==> src/rtl/bandlimited_impulse_train_macros.svh <==
// assertion macros for the impulse train controller
`ifndef BANDLIMITED_IMPULSE_TRAIN_MACROS_SVH
`define BANDLIMITED_IMPULSE_TRAIN_MACROS_SVH

// condition holds in the same cycle
`define BLIT_ASSERT_IMPLY(label, clk, rst, ante, cons, msg) \
   label: assert property (@(posedge clk) disable iff (rst) (ante) |-> (cons)) \
      else $error(msg);

// condition holds in the next cycle
`define BLIT_ASSERT_NEXT(label, clk, rst, ante, cons, msg) \
   label: assert property (@(posedge clk) disable iff (rst) (ante) |=> (cons)) \
      else $error(msg);

`endif

==> src/rtl/blit_pkg.sv <==
// types and constants of the band-limited impulse train
package blit_pkg;

   localparam int PHASE_W    = 34;
   localparam int RATE_W     = 18;
   localparam int ZCS_W      = 11;
   localparam int ADDR_IN_W  = 16;
   localparam int WORD_W     = 18;
   localparam int OUT_W      = 24;
   localparam int POS_W      = 22;
   localparam int POS_FRAC   = 15;
   localparam int IDX_W      = 18;
   localparam int INTERP_W   = 36;
   localparam int TERM_W     = 53;
   localparam int ACC_W      = 58;
   localparam int GAIN_Q16   = 58327;
   localparam int DIV_STEPS  = 15;
   localparam int DRAIN_CYCLES = 10;
   localparam int LOAD_CYCLES  = 3;
   localparam int CSR_IDX_W  = 2;
   localparam int CSR_DATA_W = 18;

   localparam logic [CSR_IDX_W-1:0] CSR_SAMPLE_RATE = 2'd0;
   localparam logic [CSR_IDX_W-1:0] CSR_ZCS         = 2'd1;
   localparam logic [CSR_IDX_W-1:0] CSR_BANDLIMIT   = 2'd2;

   typedef enum logic [2:0] {
      ST_IDLE,
      ST_LOAD,
      ST_PHASE,
      ST_UPDATE,
      ST_DIV,
      ST_WALK,
      ST_DRAIN,
      ST_FINISH
   } ctrl_state_type;

   typedef struct packed {
      logic capture;
      logic ld_issue;
      logic phase_add;
      logic phase_upd;
      logic div_init;
      logic div_step;
      logic walk_issue;
      logic out_load;
   } dp_cmd_type;

   typedef struct packed {
      logic bandlimit;
      logic wrapped;
   } dp_status_type;

endpackage

==> src/rtl/blit_ctrl.sv <==
// sequencer for load and sample items
`include "bandlimited_impulse_train_macros.svh"
module blit_ctrl import blit_pkg::*; #(
   parameter int ZERO_CROSSINGS = 64,
   localparam int SLOTS = ZERO_CROSSINGS / 2,
   localparam int SLOT_W = (SLOTS > 1) ? $clog2(SLOTS) : 1
) (
   input  logic              clock,
   input  logic              reset,
   input  logic              req_valid,
   input  logic              req_func,
   output logic              req_stall,
   output logic              rsp_valid,
   input  logic              rsp_stall,
   output dp_cmd_type        cmd,
   output logic [SLOT_W-1:0] issue_slot,
   input  dp_status_type     status
);

   localparam int CNT_W = $clog2(SLOTS + DIV_STEPS + DRAIN_CYCLES + 1);
   localparam logic [CNT_W-1:0] LAST_SLOT = CNT_W'(SLOTS - 1);

   ctrl_state_type    state_ff, state_in;
   logic [CNT_W-1:0]  cnt_ff, cnt_in;
   logic              rsp_valid_ff, rsp_valid_in;

   always_ff @(posedge clock) begin
      if (reset) begin
         state_ff <= ST_IDLE;
         cnt_ff <= '0;
         rsp_valid_ff <= 1'b0;
      end else begin
         state_ff <= state_in;
         cnt_ff <= cnt_in;
         rsp_valid_ff <= rsp_valid_in;
      end
   end

   always_comb begin
      state_in = state_ff;
      cnt_in = cnt_ff;
      cmd = '0;
      req_stall = 1'b1;
      issue_slot = cnt_ff[SLOT_W-1:0];
      rsp_valid_in = rsp_valid_ff && rsp_stall;
      case (state_ff)
         ST_IDLE: begin
            req_stall = 1'b0;
            cnt_in = '0;
            if (req_valid) begin
               cmd.capture = 1'b1;
               state_in = req_func ? ST_PHASE : ST_LOAD;
            end
         end
         ST_LOAD: begin
            cmd.ld_issue = cnt_ff == '0;
            if (cnt_ff == CNT_W'(LOAD_CYCLES)) begin
               state_in = ST_IDLE;
            end else begin
               cnt_in = cnt_ff + CNT_W'(1);
            end
         end
         ST_PHASE: begin
            cmd.phase_add = 1'b1;
            state_in = ST_UPDATE;
         end
         ST_UPDATE: begin
            cmd.phase_upd = 1'b1;
            cnt_in = '0;
            state_in = status.bandlimit ? ST_DIV : ST_FINISH;
         end
         ST_DIV: begin
            cmd.div_init = cnt_ff == '0;
            cmd.div_step = cnt_ff != '0;
            if (cnt_ff == CNT_W'(DIV_STEPS)) begin
               cnt_in = '0;
               state_in = ST_WALK;
            end else begin
               cnt_in = cnt_ff + CNT_W'(1);
            end
         end
         ST_WALK: begin
            cmd.walk_issue = 1'b1;
            if (cnt_ff == LAST_SLOT) begin
               cnt_in = '0;
               state_in = ST_DRAIN;
            end else begin
               cnt_in = cnt_ff + CNT_W'(1);
            end
         end
         ST_DRAIN: begin
            if (cnt_ff == CNT_W'(DRAIN_CYCLES - 1)) begin
               state_in = ST_FINISH;
            end else begin
               cnt_in = cnt_ff + CNT_W'(1);
            end
         end
         ST_FINISH: begin
            if (!rsp_valid_ff || !rsp_stall) begin
               cmd.out_load = 1'b1;
               rsp_valid_in = 1'b1;
               state_in = ST_IDLE;
            end
         end
         default: begin
            state_in = ST_IDLE;
         end
      endcase
   end

   assign rsp_valid = rsp_valid_ff;

   `BLIT_ASSERT_NEXT(a_walk_to_drain, clock, reset, state_ff == ST_WALK && cnt_ff == LAST_SLOT, state_ff == ST_DRAIN, "slot walk did not end in drain")
   `BLIT_ASSERT_IMPLY(a_rsp_from_finish, clock, reset, $rose(rsp_valid_ff), $past(state_ff) == ST_FINISH, "result raised outside finish")
   `BLIT_ASSERT_IMPLY(a_div_bound, clock, reset, state_ff == ST_DIV, cnt_ff <= CNT_W'(DIV_STEPS), "divider step count overran")
   `BLIT_ASSERT_IMPLY(a_no_overwrite, clock, reset, cmd.out_load, !rsp_valid_ff || !rsp_stall, "pending result overwritten")

endmodule

==> config.mk <==
export PLATFORM = sky130hd
export DESIGN_NAME = blit_ctrl
export DESIGN_NICKNAME = d
export VERILOG_FILES = /design/src/rtl/blit_pkg.sv /design/src/rtl/blit_ctrl.sv
export VERILOG_INCLUDE_DIRS = /design/src /design/src/rtl
export SDC_FILE = /design/constraint.sdc
export NUM_CORES = 1
export LEC_CHECK = 0
export ABC_AREA = 1
export CAP_MARGIN = 0
export CORE_MARGIN = 2
export CORE_UTILIZATION = 40
export CTS_CLUSTER_DIAMETER = 100
export DETAILED_ROUTE_END_ITERATION = 12
export DONT_BUFFER_PORTS = 1
export GPL_ROUTABILITY_DRIVEN = 0
export GPL_TIMING_DRIVEN = 0
export PLACE_DENSITY_LB_ADDON = 0.3
export SYNTH_ARGS = -nofsm -noshare
export SYNTH_HDL_FRONTEND = slang
export SYNTH_SLANG_ARGS = --single-unit
==> constraint.sdc <==
create_clock -name clock -period 1.56 [get_ports clock]
set_clock_uncertainty 0.2 [all_clocks]
set_input_delay 0.468 -clock clock [delete_from_list [all_inputs] [get_ports clock]]
set_output_delay 0.468 -clock clock [all_outputs]
set_load 0.005 [all_outputs]
==> results.md <==
- CTS max path bufs: 2
- ANT cells: 0
- Die Ht: between 50 and 60 um
- Minimum clock period: between 1500 and 2000 ps
- Largest net degree at the start of global routing: 8
- Leak: around 0.67 nW
- Routed WL per cell: between 15 and 20 um
- Top cells by area, synth: dfxtp_1, nand2_1, inv_1, nor2_1, nand3_1
- Int Pwr: 1.17 mW
- Worst slew pin tran: 508 ps
- Worst vdd ir: between 0.001 and 0.0015 V
- Total Power: 2.32 mW
- Core area: 2020 um2
- Worst EP required: around 890 ps
- Die W: just over 50 um
- Final hold violation count: 0
- TritonCTS clock tree: built
- Sw frac: 49.6%
- Crit. End Element: primary output
- Sink Count: 10
- Synth Instances: 142
- Leading cell type in the layout, fill and taps excluded: nand2_1
- Crit-path max FO: 4
- Critical Path Source Type: flip-flop
- Cell Area, Synth: 877 um2
- TritonCTS buffer count: 3
- Sequential power share: around 18%
- Hold buffers post-CTS: 0
- Setup slack after layout: -227 ps
- Worst Hold Class: in2reg
- Post-synthesis cell type count: 22
- WL final: 3.09 mm
- Cell taking the most area after synthesis: dfxtp_1
- Comb pwr share: around 74%
- Syn Nets: ~150
- Max H-tree Level: 1
- Max Slew Vio Count: 0
- Clk pwr share: roughly 8%
- GRT overflow: 0
- Rel. slew slack: approximately 66%
- First-pass GRT wire length: around 4.2 mm
- Placed Instances: 169
- Iter 0 DRT Violations: 39
- DR vias: roughly 1100
- Die Area: approximately 2600 um2
- Post-route DRC: 0
- Layout cells sized above 1: just under 60%
- Pre-antenna DRT Iters: 4
- Core Rows: 16
- Nets: ~180
- CTS clk-pin slew, worst paths: about 70 ps
- # setup viols final: 19
- Initial antenna violation count: 0
- Register Area: 218 um2
- DR vias/cell: 5.46
- IO buf count: 0
- Filler instances: ~160
- Io pins: 22
- Critical path arrival: ~1100 ps
- RSZ-0062 raised after global routing: true
- FMAX: between 0.5 and 0.6 GHz
- Most frequent cells in the layout: nand2_1, buf_4, inv_1
- CTS root buffer: clkbuf_4
- Pwr dens: approximately 1600 nW/um2
- Max-cap violation count: 0
- Post-route ant nets: 0
- Post-Layout Cell Count: roughly 200
- Post-synthesis register bit count: 10
- Initial Utilization: ~43%
- Worst setup path class: reg2out
- Clk Latency, worst-skew pair: about 270 ps
- Post-route clock period utilization: 115%
- Failing checks: negative setup slack
- Layout area overhead: 61.8%
- Switching power: 1.15 mW
- Area share of the largest cell type after synthesis: a little under a quarter
- Vias in the first global route: between 900 and 1000
- Gr usage total: a little over a fifth
- Synth warn: 0
- Area of the multi-input gates: 763 um2
- Post-synthesis sequential area ratio: around 23%
- DP HPWL: about 1.5 mm
- Outcome: finished with violations
- Synthesized area per cell: roughly 6 um2
## metal layers
metal	share of wire (%)	vias up	track usage [%]
met5	0	-	0
met4	4.8	0	8.11
met3	8.2	16	2.34
met2	52	74	41.0
met1	35	496	24.7
li1	-	500	-
## timing repair
action / 4_1_cts / 5_1_grt
pin swaps: 13 / 25
setup endpoints to repair: 18 / 21
gates resized for setup: 47 / 34
setup buffers: 15 / 12
## metrics by stage
stage                     TNS, ps  cell area, um2  util, %  hold WS, ps  setup slack (ps)
after global routing        -3890            1420     70.2         56.7              -258
after global placement       -671             911     45.0          294              -113
after floorplan                 0             877        -          275              14.7
final                       -2990            1420     70.2         57.5              -227
after CTS                   -1960            1210     59.8         61.6              -187
after detailed placement     -959             911     45.0          296              -144
## final timing paths
path	from	endpoint	slack, ps	cells after the start
hold / removal	reset	rsp_valid$_SDFF_PP0_	60	1
setup reg to reg	cnt_ff[0]$_SDFFE_PP0P_	cnt_ff[3]$_SDFFE_PP0P_	-200	11
setup / recovery	cnt_ff[1]$_SDFFE_PP0P_	cmd[3]	-230	4
hold reg to reg	rsp_valid$_SDFF_PP0_	rsp_valid$_SDFF_PP0_	300	2
## sequential cells by signal, indices dropped and copies added (netlist names)
signal / flops
rsp_valid: 1
cnt_ff: 6
state_ff: 3
## area by class of cell
cell class                 instances  area share (%)
clock buffer                       3            1.59
multi-input combinational        101            53.8
timing repair buffer              27            15.9
sequential                        10            15.3
inverter                          25            7.32
buffer                             6            3.70
tap                               27            2.38
## kinds of logic (layout without fill, tap and decap cells)
group                    after synthesis  in the layout  synth area share (%)
AND/OR/NAND/NOR                       85             85                  47.5
buffers and inverters                 31             61                  16.3
AO/OA/AOI/OAI                         13             13                  9.13
flip-flops                            10             10                  22.8
adder cells (fa/ha/maj)                3              3                  4.28
## power groups by stage
stage	clock network, mW	logic (mW)	registers (mW)
after detailed placement	0	0.980	0.365
after floorplan	0	0.813	0.356
after global placement	0	0.954	0.363
after CTS	0.186	1.36	0.396
final	0.187	1.72	0.419
after global routing	0.201	1.83	0.422
## worst max-delay path, stage by stage (launching register included)
cell and delay, ps:
dfxtp_4 370, inv_4 90, ha_4 140, nand3_4 110, nor2_2 140
## cell usage after synthesis, drive strengths merged
| cell type | number |
|---|---|
| inv | 25 |
| nor3 | 4 |
| nor2 | 24 |
| nand3 | 14 |
| nand4 | 2 |
| dfxtp | 10 |
| or2 | 1 |
| nand2 | 40 |
| buf | 6 |
| ha | 3 |
| o21ai | 7 |
| a21oi | 6 |
(Power assumes the default switching activity.)
